===== config.mk =====
export PLATFORM = sky130hd
export DESIGN_NAME = sprite_frame_stepper
export DESIGN_NICKNAME = d
export VERILOG_FILES = /design/src/sv/sfs_pkg.sv /design/src/sv/sfs_cfg.sv /design/src/sv/sfs_div.sv /design/src/sv/sprite_frame_stepper.sv
export SDC_FILE = /design/constraint.sdc
export NUM_CORES = 2
export LEC_CHECK = 0
export BUFFER_PORTS_ARGS = -buffer_cell sky130_fd_sc_hd__buf_2
export CAP_MARGIN = 15
export CORE_ASPECT_RATIO = 0.5
export CORE_UTILIZATION = 60
export CTS_CLUSTER_SIZE = 8
export DETAILED_ROUTE_END_ITERATION = 6
export PLACE_DENSITY = 0.9
export SYNTH_ARGS = -nofsm -noshare
export SYNTH_HDL_FRONTEND = slang
export SYNTH_SLANG_ARGS = --single-unit

===== constraint.sdc =====
create_clock -name clk_i -period 19.75 [get_ports clk_i]
set_input_delay 2.9625 -clock clk_i [delete_from_list [all_inputs] [get_ports clk_i]]
set_output_delay 2.9625 -clock clk_i [all_outputs]
set_load 0.03 [all_outputs]

===== src/sv/sfs_pkg.sv =====
// Shared types and constants of the sprite frame stepper.
// No dependencies; imported by sfs_cfg, sfs_div and sprite_frame_stepper.
`default_nettype none

package sfs_pkg;

  // Register map, one 32-bit word per register
  typedef enum logic [2:0] {
    REG_SOURCE_X     = 3'd0,
    REG_SOURCE_Y     = 3'd1,
    REG_FRAME_WIDTH  = 3'd2,
    REG_FRAME_HEIGHT = 3'd3,
    REG_FRAME_COUNT  = 3'd4,
    REG_FRAME_DELAY  = 3'd5,
    REG_SHEET_WIDTH  = 3'd6,
    REG_SHEET_HEIGHT = 3'd7
  } reg_idx_e;

  typedef enum logic {
    OP_TICK = 1'b0,
    OP_JUMP = 1'b1
  } op_e;

  localparam int ADDR_W    = 5;
  localparam int SIZE_W    = 13;     // pixel sizes and divisors
  localparam int UV_QBITS  = 17;     // quotient bits of one UV bound
  localparam logic [16:0] TICK_STEP = 17'd16;
  localparam logic [15:0] DELAY_MIN = 16'd16;
  localparam logic [16:0] UV_SAT    = 17'h1FFFF;

  typedef struct packed {
    logic [11:0] source_x;
    logic [11:0] source_y;
    logic [12:0] frame_width;
    logic [12:0] frame_height;
    logic [8:0]  frame_count;
    logic [15:0] frame_delay;
    logic [12:0] sheet_width;
    logic [12:0] sheet_height;
  } cfg_t;

  // Write event toward the sequencer, with the frame count as it will be
  typedef struct packed {
    logic       wr;
    logic [8:0] count_nxt;
  } cfg_wr_t;

endpackage

`default_nettype wire


===== src/sv/sfs_cfg.sv =====
// APB register file of the sprite frame stepper.
// Depends on sfs_pkg.
`default_nettype none

module sfs_cfg #(
  parameter int COORD_BITS = 12
) (
  input  wire                        clk_i,
  input  wire                        rst_ni,
  input  wire                        psel,
  input  wire                        penable,
  input  wire                        pwrite,
  input  wire [sfs_pkg::ADDR_W-1:0]  paddr,
  input  wire [31:0]                 pwdata,
  output logic [31:0]                prdata,
  output logic                       pready,
  output sfs_pkg::cfg_t              cfg_o,
  output sfs_pkg::cfg_wr_t           wr_o
);
  import sfs_pkg::*;

  localparam logic [15:0] CMASK16 = 16'((17'(1) << COORD_BITS) - 17'(1));

  cfg_t     cfg_q, cfg_d;
  logic     wr_en;
  reg_idx_e idx;

  assign wr_en  = psel & penable & pwrite;
  assign idx    = reg_idx_e'(paddr[4:2]);
  assign pready = 1'b1;

  always_comb begin
    cfg_d = cfg_q;
    if (wr_en) begin
      case (idx)
        REG_SOURCE_X:     cfg_d.source_x     = pwdata[11:0] & CMASK16[11:0];
        REG_SOURCE_Y:     cfg_d.source_y     = pwdata[11:0] & CMASK16[11:0];
        REG_FRAME_WIDTH:  cfg_d.frame_width  = pwdata[12:0];
        REG_FRAME_HEIGHT: cfg_d.frame_height = pwdata[12:0];
        REG_FRAME_COUNT:  cfg_d.frame_count  = pwdata[8:0];
        REG_FRAME_DELAY:  cfg_d.frame_delay  = pwdata[15:0];
        REG_SHEET_WIDTH:  cfg_d.sheet_width  = pwdata[12:0];
        REG_SHEET_HEIGHT: cfg_d.sheet_height = pwdata[12:0];
        default:          cfg_d = cfg_q;
      endcase
    end
  end

  always_ff @(posedge clk_i or negedge rst_ni) begin
    if (!rst_ni) begin
      cfg_q.source_x     <= 12'd0;
      cfg_q.source_y     <= 12'd0;
      cfg_q.frame_width  <= 13'd16;
      cfg_q.frame_height <= 13'd16;
      cfg_q.frame_count  <= 9'd1;
      cfg_q.frame_delay  <= 16'd16;
      cfg_q.sheet_width  <= 13'd1;
      cfg_q.sheet_height <= 13'd1;
    end else begin
      cfg_q <= cfg_d;
    end
  end

  always_comb begin
    case (idx)
      REG_SOURCE_X:     prdata = 32'(cfg_q.source_x);
      REG_SOURCE_Y:     prdata = 32'(cfg_q.source_y);
      REG_FRAME_WIDTH:  prdata = 32'(cfg_q.frame_width);
      REG_FRAME_HEIGHT: prdata = 32'(cfg_q.frame_height);
      REG_FRAME_COUNT:  prdata = 32'(cfg_q.frame_count);
      REG_FRAME_DELAY:  prdata = 32'(cfg_q.frame_delay);
      REG_SHEET_WIDTH:  prdata = 32'(cfg_q.sheet_width);
      REG_SHEET_HEIGHT: prdata = 32'(cfg_q.sheet_height);
      default:          prdata = 32'd0;
    endcase
  end

  assign cfg_o        = cfg_q;
  assign wr_o.wr        = wr_en;
  assign wr_o.count_nxt = cfg_d.frame_count;

endmodule

`default_nettype wire


===== src/sv/sfs_div.sv =====
// Bit-serial restoring divider, one quotient bit per cycle.
// Depends on sfs_pkg for the divisor width.
`default_nettype none

module sfs_div #(
  parameter int NUM_W  = 22,
  parameter int STEP_W = 5
) (
  input  wire                        clk_i,
  input  wire                        rst_ni,
  input  wire                        start_i,
  input  wire [NUM_W-1:0]            num_i,   // dividend bits, MSB first
  input  wire [sfs_pkg::SIZE_W-1:0]  rem_i,   // initial partial remainder
  input  wire [sfs_pkg::SIZE_W-1:0]  den_i,
  input  wire [STEP_W-1:0]           steps_i,
  output logic [NUM_W-1:0]           quo_o,
  output logic [sfs_pkg::SIZE_W-1:0] rem_o,
  output logic                       done_o
);
  import sfs_pkg::*;

  logic [STEP_W-1:0] cnt_q;
  logic              done_q;
  logic [SIZE_W-1:0] rem_q;
  logic [SIZE_W-1:0] den_q;
  logic [NUM_W-1:0]  sh_q;
  logic [NUM_W-1:0]  quo_q;
  logic [SIZE_W:0]   trial;
  logic [SIZE_W:0]   diff;
  logic              ge;

  assign trial = {rem_q, sh_q[NUM_W-1]};
  assign ge    = trial >= {1'b0, den_q};
  assign diff  = trial - {1'b0, den_q};

  always_ff @(posedge clk_i or negedge rst_ni) begin
    if (!rst_ni) begin
      cnt_q  <= '0;
      done_q <= 1'b0;
    end else if (start_i) begin
      cnt_q  <= steps_i;
      done_q <= 1'b0;
    end else if (cnt_q != '0) begin
      cnt_q  <= cnt_q - STEP_W'(1);
      done_q <= (cnt_q == STEP_W'(1));
    end else begin
      done_q <= 1'b0;
    end
  end

  always_ff @(posedge clk_i) begin
    if (start_i) begin
      rem_q <= rem_i;
      den_q <= den_i;
      sh_q  <= num_i;
      quo_q <= '0;
    end else if (cnt_q != '0) begin
      rem_q <= ge ? diff[SIZE_W-1:0] : trial[SIZE_W-1:0];
      sh_q  <= sh_q << 1;
      quo_q <= {quo_q[NUM_W-2:0], ge};
    end
  end

  assign quo_o  = quo_q;
  assign rem_o  = rem_q;
  assign done_o = done_q;

endmodule

`default_nettype wire


===== src/sv/sprite_frame_stepper.sv =====
// Top level of the sprite frame stepper: frame sequencer and UV normalization.
// Depends on sfs_pkg, sfs_cfg and sfs_div.
`default_nettype none

// Sprite-sheet animation stepper. Each input transaction is either a tick
// (adds 16 to the delay accumulator unless held or the animation has a single
// frame; reaching frame_delay advances the frame, wrapping at frame_count) or a
// jump to frame_index (ignored when not below frame_count). Every transaction
// yields one output transaction with the resulting frame index, an advanced
// flag and the frame's texture rectangle as unsigned 1.16 U/V bounds that
// saturate at 131071; flip_x/flip_y swap the bounds. Frames wrap into further
// sheet rows at sheet_width. All division runs through one bit-serial
// restoring divider: first the row split of the X_W-bit x position (X_W =
// 14 + frame position bits, 22 at default parameters), then each of the
// four bounds in turn; in_stall_o stays high from the accepted transaction
// until its result is loaded into the output register. A finished result
// waits in the output register, and a new input transaction is taken while it
// waits. Configuration goes through an APB port, one 32-bit register per word;
// any write clears the delay accumulator and pulls the frame back to zero when
// it no longer fits the frame count. Write registers only while idle.
module sprite_frame_stepper #(
  parameter int MAX_FRAMES       = 256,
  parameter int COORD_BITS       = 12,
  parameter int UV_FRACTION_BITS = 16
) (
  input  wire                        clk_i,
  input  wire                        rst_ni,
  // APB configuration
  input  wire                        psel,
  input  wire                        penable,
  input  wire                        pwrite,
  input  wire [sfs_pkg::ADDR_W-1:0]  paddr,
  input  wire [31:0]                 pwdata,
  output logic [31:0]                prdata,
  output logic                       pready,
  // input transactions
  input  wire                        in_valid_i,
  output logic                       in_stall_o,
  input  wire                        operation_i,
  input  wire [7:0]                  frame_index_i,
  input  wire                        hold_i,
  input  wire                        flip_x_i,
  input  wire                        flip_y_i,
  // output transactions
  output logic                       out_valid_o,
  input  wire                        out_stall_i,
  output logic [7:0]                 current_index_o,
  output logic                       advanced_o,
  output logic [16:0]                u_min_o,
  output logic [16:0]                u_max_o,
  output logic [16:0]                v_min_o,
  output logic [16:0]                v_max_o
);
  import sfs_pkg::*;

  // Frame count register is 9 bits, so the usable count never exceeds 511
  localparam int CNT_MAX = (MAX_FRAMES < 511) ? MAX_FRAMES : 511;
  localparam int POS_W   = $clog2(CNT_MAX);
  localparam int X_W     = SIZE_W + POS_W + 1;   // source_x + width * frame
  localparam int P_W     = SIZE_W + X_W + 1;     // y + frame_height
  localparam int N_W     = P_W + UV_FRACTION_BITS;
  localparam int HI_W    = N_W - UV_QBITS;
  localparam int DIV_W   = (X_W > UV_QBITS) ? X_W : UV_QBITS;
  localparam int STEP_W  = $clog2(DIV_W + 1);

  typedef enum logic [9:0] {
    ST_IDLE    = 10'b00_0000_0001,
    ST_MULX    = 10'b00_0000_0010,
    ST_ROW_GO  = 10'b00_0000_0100,
    ST_ROW_WT  = 10'b00_0000_1000,
    ST_MULY    = 10'b00_0001_0000,
    ST_ENDS    = 10'b00_0010_0000,
    ST_UV_GO   = 10'b00_0100_0000,
    ST_UV_WT   = 10'b00_1000_0000,
    ST_DONE    = 10'b01_0000_0000,
    ST_SPARE   = 10'b10_0000_0000
  } state_e;

  function automatic logic [9:0] eff_count(input logic [8:0] raw);
    logic [9:0] c;
    c = {1'b0, raw};
    if (raw == 9'd0) begin
      c = 10'd1;
    end else if (c > 10'(CNT_MAX)) begin
      c = 10'(CNT_MAX);
    end
    return c;
  endfunction

  cfg_t    cfg;
  cfg_wr_t cfg_wr;

  sfs_cfg #(
    .COORD_BITS (COORD_BITS)
  ) u_cfg (
    .clk_i   (clk_i),
    .rst_ni  (rst_ni),
    .psel    (psel),
    .penable (penable),
    .pwrite  (pwrite),
    .paddr   (paddr),
    .pwdata  (pwdata),
    .prdata  (prdata),
    .pready  (pready),
    .cfg_o   (cfg),
    .wr_o    (cfg_wr)
  );

  // Effective configuration
  logic [9:0]        cnt_eff, cnt_nxt_eff;
  logic [15:0]       delay_eff;
  logic [SIZE_W-1:0] w_eff, h_eff;

  assign cnt_eff     = eff_count(cfg.frame_count);
  assign cnt_nxt_eff = eff_count(cfg_wr.count_nxt);
  assign delay_eff   = (cfg.frame_delay < DELAY_MIN) ? DELAY_MIN : cfg.frame_delay;
  assign w_eff       = (cfg.sheet_width  == '0) ? SIZE_W'(1) : cfg.sheet_width;
  assign h_eff       = (cfg.sheet_height == '0) ? SIZE_W'(1) : cfg.sheet_height;

  // Control state
  state_e            state_q, state_d;
  logic [POS_W-1:0]  pos_q, pos_d;
  logic [16:0]       acc_q, acc_d;
  logic [1:0]        k_q, k_d;
  logic              out_valid_q, out_valid_d;

  // Datapath registers
  logic              flip_x_q, flip_y_q, adv_q, sat_q;
  logic [X_W-1:0]    x_q;
  logic [X_W-1:0]    row_q;
  logic [P_W-1:0]    px_q [4];   // x, x + width, y, y + height
  logic [16:0]       uv_q [4];   // matching bounds
  logic [7:0]        idx_out_q;
  logic [16:0]       umin_q, umax_q, vmin_q, vmax_q;

  logic              in_acc, out_fire, out_load;
  logic [16:0]       acc_sum;
  logic [9:0]        pos_inc;
  logic [15:0]       pos_ext;

  assign in_acc   = in_valid_i && (state_q == ST_IDLE);
  assign out_fire = !out_valid_q || !out_stall_i;
  assign out_load = (state_q == ST_DONE) && out_fire;
  assign acc_sum  = acc_q + TICK_STEP;
  assign pos_inc  = 10'(pos_q) + 10'd1;
  assign pos_ext  = 16'(pos_q);

  // Frame position and delay accumulator
  always_comb begin
    pos_d = pos_q;
    acc_d = acc_q;
    if (cfg_wr.wr) begin
      acc_d = '0;
      if (10'(pos_q) >= cnt_nxt_eff) begin
        pos_d = '0;
      end
    end else if (in_acc) begin
      if (op_e'(operation_i) == OP_JUMP) begin
        if (10'(frame_index_i) < cnt_eff) begin
          pos_d = POS_W'(frame_index_i);
        end
      end else if ((cnt_eff > 10'd1) && !hold_i) begin
        if (acc_sum >= {1'b0, delay_eff}) begin
          acc_d = acc_sum - {1'b0, delay_eff};
          pos_d = (pos_inc >= cnt_eff) ? '0 : POS_W'(pos_inc);
        end else begin
          acc_d = acc_sum;
        end
      end
    end
  end

  // Shared divider and its operand selection
  logic              div_start, div_done;
  logic [DIV_W-1:0]  div_num, div_quo;
  logic [SIZE_W-1:0] div_rem_in, div_den, div_rem;
  logic [STEP_W-1:0] div_steps;
  logic [P_W-1:0]    pix;
  logic [N_W-1:0]    num_wide;
  logic [HI_W-1:0]   hi;
  logic [SIZE_W-1:0] den_uv;
  logic              uv_sat;

  assign pix      = px_q[k_q];
  assign num_wide = N_W'(pix) << UV_FRACTION_BITS;
  assign hi       = num_wide[N_W-1:UV_QBITS];
  assign den_uv   = k_q[1] ? h_eff : w_eff;
  // Quotient reaches 2^17 exactly when the upper dividend part is not below d
  assign uv_sat   = hi >= HI_W'(den_uv);

  assign div_start = (state_q == ST_ROW_GO) || (state_q == ST_UV_GO);

  always_comb begin
    if (state_q == ST_UV_GO) begin
      div_num    = DIV_W'(num_wide[UV_QBITS-1:0]) << (DIV_W - UV_QBITS);
      div_rem_in = uv_sat ? '0 : hi[SIZE_W-1:0];
      div_den    = den_uv;
      div_steps  = STEP_W'(UV_QBITS);
    end else begin
      div_num    = DIV_W'(x_q) << (DIV_W - X_W);
      div_rem_in = '0;
      div_den    = w_eff;
      div_steps  = STEP_W'(X_W);
    end
  end

  sfs_div #(
    .NUM_W  (DIV_W),
    .STEP_W (STEP_W)
  ) u_div (
    .clk_i   (clk_i),
    .rst_ni  (rst_ni),
    .start_i (div_start),
    .num_i   (div_num),
    .rem_i   (div_rem_in),
    .den_i   (div_den),
    .steps_i (div_steps),
    .quo_o   (div_quo),
    .rem_o   (div_rem),
    .done_o  (div_done)
  );

  // Sequencer
  always_comb begin
    state_d     = state_q;
    k_d         = k_q;
    out_valid_d = out_valid_q;
    if (out_valid_q && !out_stall_i) begin
      out_valid_d = 1'b0;
    end
    case (state_q)
      ST_IDLE: begin
        if (in_acc) begin
          state_d = ST_MULX;
        end
      end
      ST_MULX: begin
        k_d     = '0;
        state_d = ST_ROW_GO;
      end
      ST_ROW_GO: state_d = ST_ROW_WT;
      ST_ROW_WT: begin
        if (div_done) begin
          state_d = ST_MULY;
        end
      end
      ST_MULY:   state_d = ST_ENDS;
      ST_ENDS:   state_d = ST_UV_GO;
      ST_UV_GO:  state_d = ST_UV_WT;
      ST_UV_WT: begin
        if (div_done) begin
          k_d     = k_q + 2'd1;
          state_d = (k_q == 2'd3) ? ST_DONE : ST_UV_GO;
        end
      end
      ST_DONE: begin
        if (out_fire) begin
          out_valid_d = 1'b1;
          state_d     = ST_IDLE;
        end
      end
      default: state_d = ST_IDLE;
    endcase
  end

  always_ff @(posedge clk_i or negedge rst_ni) begin
    if (!rst_ni) begin
      state_q     <= ST_IDLE;
      pos_q       <= '0;
      acc_q       <= '0;
      k_q         <= '0;
      out_valid_q <= 1'b0;
    end else begin
      state_q     <= state_d;
      pos_q       <= pos_d;
      acc_q       <= acc_d;
      k_q         <= k_d;
      out_valid_q <= out_valid_d;
    end
  end

  // Geometry. Row zero needs no special case: there x mod w is x itself and
  // source_y + height * 0 is source_y.
  logic [SIZE_W+POS_W-1:0] prod_x;
  logic [SIZE_W+X_W-1:0]   prod_y;

  assign prod_x = cfg.frame_width * pos_q;
  assign prod_y = cfg.frame_height * row_q;

  always_ff @(posedge clk_i) begin
    if (in_acc) begin
      flip_x_q <= flip_x_i;
      flip_y_q <= flip_y_i;
      adv_q    <= (pos_d != pos_q);
    end
    if (state_q == ST_MULX) begin
      x_q <= X_W'(cfg.source_x) + X_W'(prod_x);
    end
    if ((state_q == ST_ROW_WT) && div_done) begin
      row_q    <= div_quo[X_W-1:0];
      px_q[0]  <= P_W'(div_rem);
    end
    if (state_q == ST_MULY) begin
      px_q[2] <= P_W'(cfg.source_y) + P_W'(prod_y);
    end
    if (state_q == ST_ENDS) begin
      px_q[1] <= px_q[0] + P_W'(cfg.frame_width);
      px_q[3] <= px_q[2] + P_W'(cfg.frame_height);
    end
    if (state_q == ST_UV_GO) begin
      sat_q <= uv_sat;
    end
    if ((state_q == ST_UV_WT) && div_done) begin
      uv_q[k_q] <= sat_q ? UV_SAT : div_quo[UV_QBITS-1:0];
    end
    if (out_load) begin
      idx_out_q <= pos_ext[7:0];
      umin_q    <= flip_x_q ? uv_q[1] : uv_q[0];
      umax_q    <= flip_x_q ? uv_q[0] : uv_q[1];
      vmin_q    <= flip_y_q ? uv_q[3] : uv_q[2];
      vmax_q    <= flip_y_q ? uv_q[2] : uv_q[3];
    end
  end

  // advanced travels with the result; capture it at load as well
  logic adv_out_q;
  always_ff @(posedge clk_i) begin
    if (out_load) begin
      adv_out_q <= adv_q;
    end
  end

  assign in_stall_o      = (state_q != ST_IDLE);
  assign out_valid_o     = out_valid_q;
  assign current_index_o = idx_out_q;
  assign advanced_o      = adv_out_q;
  assign u_min_o         = umin_q;
  assign u_max_o         = umax_q;
  assign v_min_o         = vmin_q;
  assign v_max_o         = vmax_q;

`ifndef SYNTHESIS
  a_pos_range: assert property (@(posedge clk_i) disable iff (!rst_ni)
    10'(pos_q) < cnt_eff)
    else $error("frame position not below effective frame count");

  a_acc_range: assert property (@(posedge clk_i) disable iff (!rst_ni)
    acc_q < {1'b0, delay_eff})
    else $error("delay accumulator reached effective delay");

  a_accept_starts: assert property (@(posedge clk_i) disable iff (!rst_ni)
    in_acc |=> (state_q == ST_MULX))
    else $error("accepted transaction did not start the sequence");

  a_done_in_wait: assert property (@(posedge clk_i) disable iff (!rst_ni)
    div_done |-> ((state_q == ST_ROW_WT) || (state_q == ST_UV_WT)))
    else $error("divider finished outside a wait state");
`endif

endmodule

`default_nettype wire

== Word level (Yosys, flattened, before mapping) ==
Memory sizes are Yosys's and may differ from the RTL's.
Index checks and enable logic that the tools add are counted.
Operators by class
  reduce and logical (&&, ||, !) cells: 33
  $mul: 2
  mux-type cells: 71
  equality and inequality tests: 25
  $lt $le $gt $ge: 10
  bitwise operators: 2
  add/subtract/negate cells: 10
Operators by type and width (count)
  case mux 32 bit (8 select lines): 1
  two-way mux 17 bit: 10
  two-way mux 13 bit: 11
  case mux 10 bit (9 select lines): 1
  adder 36 x 13 -> 36 bit: 2
  two-way mux 36 bit: 2
  OR reduction 36 bit: 2
  two-way mux 22 bit: 3
  two-way mux 8 bit: 8
  two-way mux 10 bit: 6
  two-way mux 51 bit: 1
  adder 12 x 35 -> 36 bit: 1
  two-way mux 9 bit: 4
  greater-or-equal comparator 35 x 13 -> 1 bit: 1
  multiplier 13 x 22 -> 35 bit: 1
  two-way mux 16 bit: 2
  logical NOT 13 bit: 2
  adder 12 x 21 -> 22 bit: 1
  multiplier 13 x 8 -> 21 bit: 1
  greater-than comparator 9 bit, second input constant: 2
  logical NOT 9 bit: 2
  adder 17 x 5 -> 17 bit, second input constant: 1
  greater-or-equal comparator 17 x 16 -> 1 bit: 1
  subtractor 17 x 16 -> 17 bit: 1
  other kinds (43): 86
Storage, ports and cells
  register bits after elaboration: 340
  memories kept: 2
  bits in writable memories: 212
  input port bits: 56
  output and inout port bits: 112
  word-level logic and storage cells: 186
Memory list
  px_q: depth 4, bits a word 36, rd ports 3, clocked after Yosys merged registers in 0, wr ports 2, line sprite_frame_stepper.sv:131  | logic [P_W-1:0] px_q [4];
  uv_q: depth 4, bits a word 17, rd ports 4, clocked after Yosys merged registers in 0, wr ports 1, line sprite_frame_stepper.sv:132  | logic [16:0] uv_q [4];

== Depth between registers and ports, before layout ==
  word-level depth: 11
  gate-level depth with buffers: 25
  gate-level depth less buffers: 24

== By module ==
A second synthesis with hierarchy kept.
Unflattened totals
  cell total of the unflattened synthesis: 3475
  area, all modules: 38069.0 um^2
Modules (own cells, without submodules)
  sprite_frame_stepper: times used 1, cells each 2772, area an instance 29482.0 um^2, sequential area each 9695.5 um^2
  sfs_cfg: times used 1, cells each 373, area an instance 4879.7 um^2, sequential area each 2534.9 um^2
  sfs_div: times used 1, cells each 330, area an instance 3707.3 um^2, sequential area each 2031.9 um^2

== Worst setup path before layout ==
OpenSTA, ideal clock, no wires.
  kind: input -> output
  start point: input port paddr[3] in the netlist's numbering
  end point: output port prdata[9]
  stages on the path: 7
  data required time: 16788 ps
  arrival time: 4601 ps
  path buffers: 3
  slack: 12187 ps
  cell sequence: clkbuf_1 -> clkbuf_1 -> clkbuf_1 -> nand3_1 -> o21ai_0 -> nand2_1 -> a31oi_1
On the way
  longest elaborated chain between the ends: 2
  elaborated cells on any way between the ends: 9
  those cells by class: 7 x eq/ne; 1 x mux; 1 x reduce/logical
Ends and longest elaborated chain
  start: declaration: line sprite_frame_stepper.sv:32  | input wire [sfs_pkg::ADDR_W-1:0] paddr,
  == test 3 bit (tied with other cells): line sfs_cfg.sv:65  | case (idx)
  case mux 32 bit (8 select lines) (*): line sfs_cfg.sv:65
  end: declaration: line sprite_frame_stepper.sv:34  | output logic [31:0] prdata,
Every way passes the cells marked *; elsewhere a longest branch is shown, timed or not. The select of a mux whose other input is x is not followed.

== Worst setup path in the final report ==
  start point: input port paddr[2] in the netlist's numbering
  end point: output port prdata[5]
The elaborated chain is that of the path after synthesis.

==> flow_summary.rst <==
.. list-table::
   :header-rows: 1

   * - Metric
     - Value
   * - Number of CTS-inserted buffers
     - 73
   * - DRT Wirelength
     - 105400 um
   * - PD cells
     - 166.3 nW/um2
   * - Clk_lat worst skew
     - 0.64 ns
   * - Capturing element type of the critical path
     - output pin
   * - Area enclosed by the die boundary
     - 64680 um2
   * - Worst min-delay path class
     - reg2reg
   * - Max Buffers Root-to-Sink
     - 3
   * - Horizontal die dimension
     - 358.7 um
   * - Critical path class
     - in2out
   * - Root buffer selected by CTS
     - sky130_fd_sc_hd__clkbuf_16
   * - Overall overflow remaining after global route
     - 0
   * - Register area share after synthesis
     - 37.37%
   * - DRC
     - 4
   * - Top-level I/O count
     - 168
   * - Count of state elements after synthesis
     - 506
   * - Vertical extent of the die
     - 180.3 um
   * - Antenna violations before repair
     - 4
   * - Hold buffer count at cts
     - 0
   * - Post-CTS clock slew at the launch and capture registers of the worst setup and hold paths
     - 0.06 ns
   * - Most common cell after layout, fill and taps aside
     - sky130_fd_sc_hd__nand2_1
   * - Largest stage delay, worst path
     - 0.61 ns
   * - Most frequent cells in the layout
     - 466 x sky130_fd_sc_hd__nand2_1, 395 x sky130_fd_sc_hd__inv_1, 340 x sky130_fd_sc_hd__edfxtp_1
   * - Crit Path Max Fanout
     - 36
   * - Vias post-DR
     - 28730
   * - GP Congestion
     - 0.9750
   * - Worst VDD drop
     - 0.2548 mV
   * - Average routed wire per standard cell
     - 23.16 um
   * - Final Max Slew Viols
     - 0
   * - Crit path arrival time
     - 5.32 ns
   * - Cell with the biggest individual delay on the critical path
     - sky130_fd_sc_hd__buf_2
   * - Library cells used by synthesis
     - 93
   * - Antenna violation net count after detailed routing
     - 0
   * - Count of filler cells inserted in the layout
     - 4304
   * - Post-CTS Setup Inserts
     - 0
   * - Number of setup violations in the final report
     - 0
   * - Number of nets in the final layout
     - 4295
   * - Area overhead of the layout relative to synthesis
     - 9.308%
   * - Std cell rows
     - 64
   * - CP Cell Sequence
     - buf_2 > inv_1 > nor2_1 > a221oi_1 > a21oi_1 > nor2_1 > buf_2
   * - Gate count of the mapped netlist
     - 3586
   * - Time the worst path needs with I/O delays and setup
     - 8.282 ns
   * - Share of cells above drive strength 1
     - 13.13%
   * - Final setup TNS
     - 0 ns
   * - Detailed placement HPWL
     - 73090 um
   * - Core Util, Final
     - 67.30%
   * - Mean area per synthesized cell
     - 10.64 um2
   * - Area of placed instances
     - 39420 um2
   * - Result of the run
     - finished with violations
   * - Pin count of the biggest net entering global routing
     - 77
   * - Post-route clock skew
     - 0.03021 ns
   * - Final Hold Violating Endpoints
     - 0
   * - Number of standard cells in the final layout excluding fillers
     - 4550
   * - Clock tree from TritonCTS
     - done
   * - Startpoint type of the worst setup path
     - primary input
   * - Unrepaired setup endpoints after global routing
     - false
   * - Vias in the first global route
     - 29640
   * - Maxcap violations
     - 0
   * - Total core area
     - 61980 um2
   * - Worst-margin pin slew
     - 1.253 ns
   * - Max Clock Freq
     - 120.7 MHz
   * - Global-route wire length before repair
     - 165500 um
   * - Resized cells post-CTS
     - 0
   * - H-tree Lvls
     - 3
   * - Initial core utilization
     - 61.57%
   * - Cell Area, Synth
     - 38160 um2
   * - Worst endpoint required time
     - 16.79 ns
   * - EDFF count, synth
     - 340
   * - Number of DRC markers in iteration 0
     - 3293
   * - Overall track demand over capacity in global routing
     - 33.18%
   * - Static Leak
     - 18.42 nW
   * - Clock tree sinks
     - 506
   * - Worst hold slack
     - 0.4309 ns
   * - I/O Buffers
     - 132
   * - Via density per instance
     - 6.314
   * - Synth warnings
     - 0
   * - Prevailing post-synth register cell
     - sky130_fd_sc_hd__edfxtp_1
   * - Max transition margin
     - 16.45%
   * - Placed Cells incl. Taps
     - 4415
   * - Share of synthesized registers carrying an async set or reset
     - 28.46%
   * - Final Cell Area
     - 41720 um2
   * - Violated checks
     - DRC
   * - Total iterations of the first detailed-routing run
     - 7
   * - Fraction of the cycle the final worst path needs
     - 41.94%
logic make-up (layout without fill, tap and decap cells):
family | Yosys count | in the layout | synth area share (%)
simple gates | 1113 | 1113 | 13.97
flops | 506 | 506 | 37.37
compound gates | 483 | 483 | 8.315
other cells | 2 | 19 | 0.01968
xor+xnor | 129 | 129 | 2.980
buf+inv | 567 | 689 | 5.806
mux | 215 | 215 | 6.701
fa+ha+maj | 571 | 571 | 24.84
layer usage:
| metal | global-route usage, % | part of all wire [%] | vias to the layer above | routed length, um |
|---|---|---|---|---|
| met4 | 12.98 | 4.1 | 2 | 4368 |
| met1 | 43.91 | 38 | 14200 | 39980 |
| met5 | 0 | 0.019 | - | 20 |
| li1 | - | - | 12310 | - |
| met3 | 7.990 | 11 | 383 | 11840 |
| met2 | 52.92 | 47 | 1840 | 49150 |
area by class of cell:
type / instances / area, um2 / share of cell area [%]
multi-input cells: 2528 / 21770 / 52.18
flip-flops and latches: 506 / 14260 / 34.19
clock buffers: 121 / 2007 / 4.811
inverters: 397 / 1490 / 3.572
well taps: 825 / 1032 / 2.475
repair buffers: 162 / 949.7 / 2.277
clock inverters: 9 / 200.2 / 0.4799
diodes: 2 / 5.005 / 0.01200
critical path: cells and delay by family:
family	cells	cell delay, ns
AOI/OAI and AO/OA	2	0.52
and+or+nand+nor	2	0.66
buffers and inverters	3	1.16
cell usage after synthesis, drive strengths merged (17+ instances only):
cell type,number,area [um2]
dfrtp,137,3428
edfxtp,340,10210
nor3,43,215.2
buf,48,267.8
nand3,72,377.9
dfxtp,22,440.4
o21ai,116,595.6
and2,174,1089
a211oi,24,202.7
nor2,177,671.9
clkbuf,122,457.9
mux2i,38,384.1
fa,311,6226
mux2,161,1813
nand2,466,1749
a21o,37,277.8
ha,260,3253
nor2b,25,156.4
nor4,31,206.4
and3,27,168.9
or2,25,156.4
nand4,17,106.4
inv,397,1490
nand2b,17,106.4
xnor2,91,797.0
xor2,38,340.3
a21oi,157,808.3
flip-flops by register name, summed over array words and instances, names as in the netlist, 2 cells and up:
name             flops
u_div.rem_o         13
u_max_o             17
k_q                  2
px_q                99
row_q               22
v_min_o             17
current_index_o      8
u_div.sh_q          22
u_div.cnt_q          5
uv_q                68
x_q                 22
u_div.quo_o         22
u_min_o             17
pos_q                8
u_cfg.cfg_o        101
state_q              9
v_max_o             17
u_div.den_q         13
acc_q               17
per-stage QoR:
step	total power, mW	setup WS (ns)
after floorplan	4.680	12.19
after global placement	5.371	11.65
after detailed placement	5.588	11.61
after CTS	6.865	11.62
after global routing	7.469	11.42
final	6.936	11.47
final timing paths:
path,startpoint,to,slack [ns],depth (start not counted)
worst max-delay path,paddr[2],prdata[5],11.47,7
worst min-delay path,u_div.quo_o[21]$_SDFFE_PN0P_,row_q[21]$_DFFE_PP_,0.43,0
worst max register to register,u_cfg.cfg_o[52]$_DFFE_PN0P_,px_q[2][31]$_DFFE_PP_,12.56,22
worst min register to register,u_div.quo_o[21]$_SDFFE_PN0P_,row_q[21]$_DFFE_PP_,0.43,0
max in group asynchronous,rst_ni,u_div.cnt_q[3]$_DFFE_PN0P_,15.99,2
min in group asynchronous,rst_ni,acc_q[6]$_DFFE_PN0P_,2.37,1
power by group:
part	internal (mW)	leakage, nW	switching, mW	total (mW)
clock network	0.715	1.04	0.509	1.22
registers	1.49	5.14	0.223	1.72
logic	1.69	12.2	2.30	3.99
No activity file was read; power rests on OpenSTA's default activity.
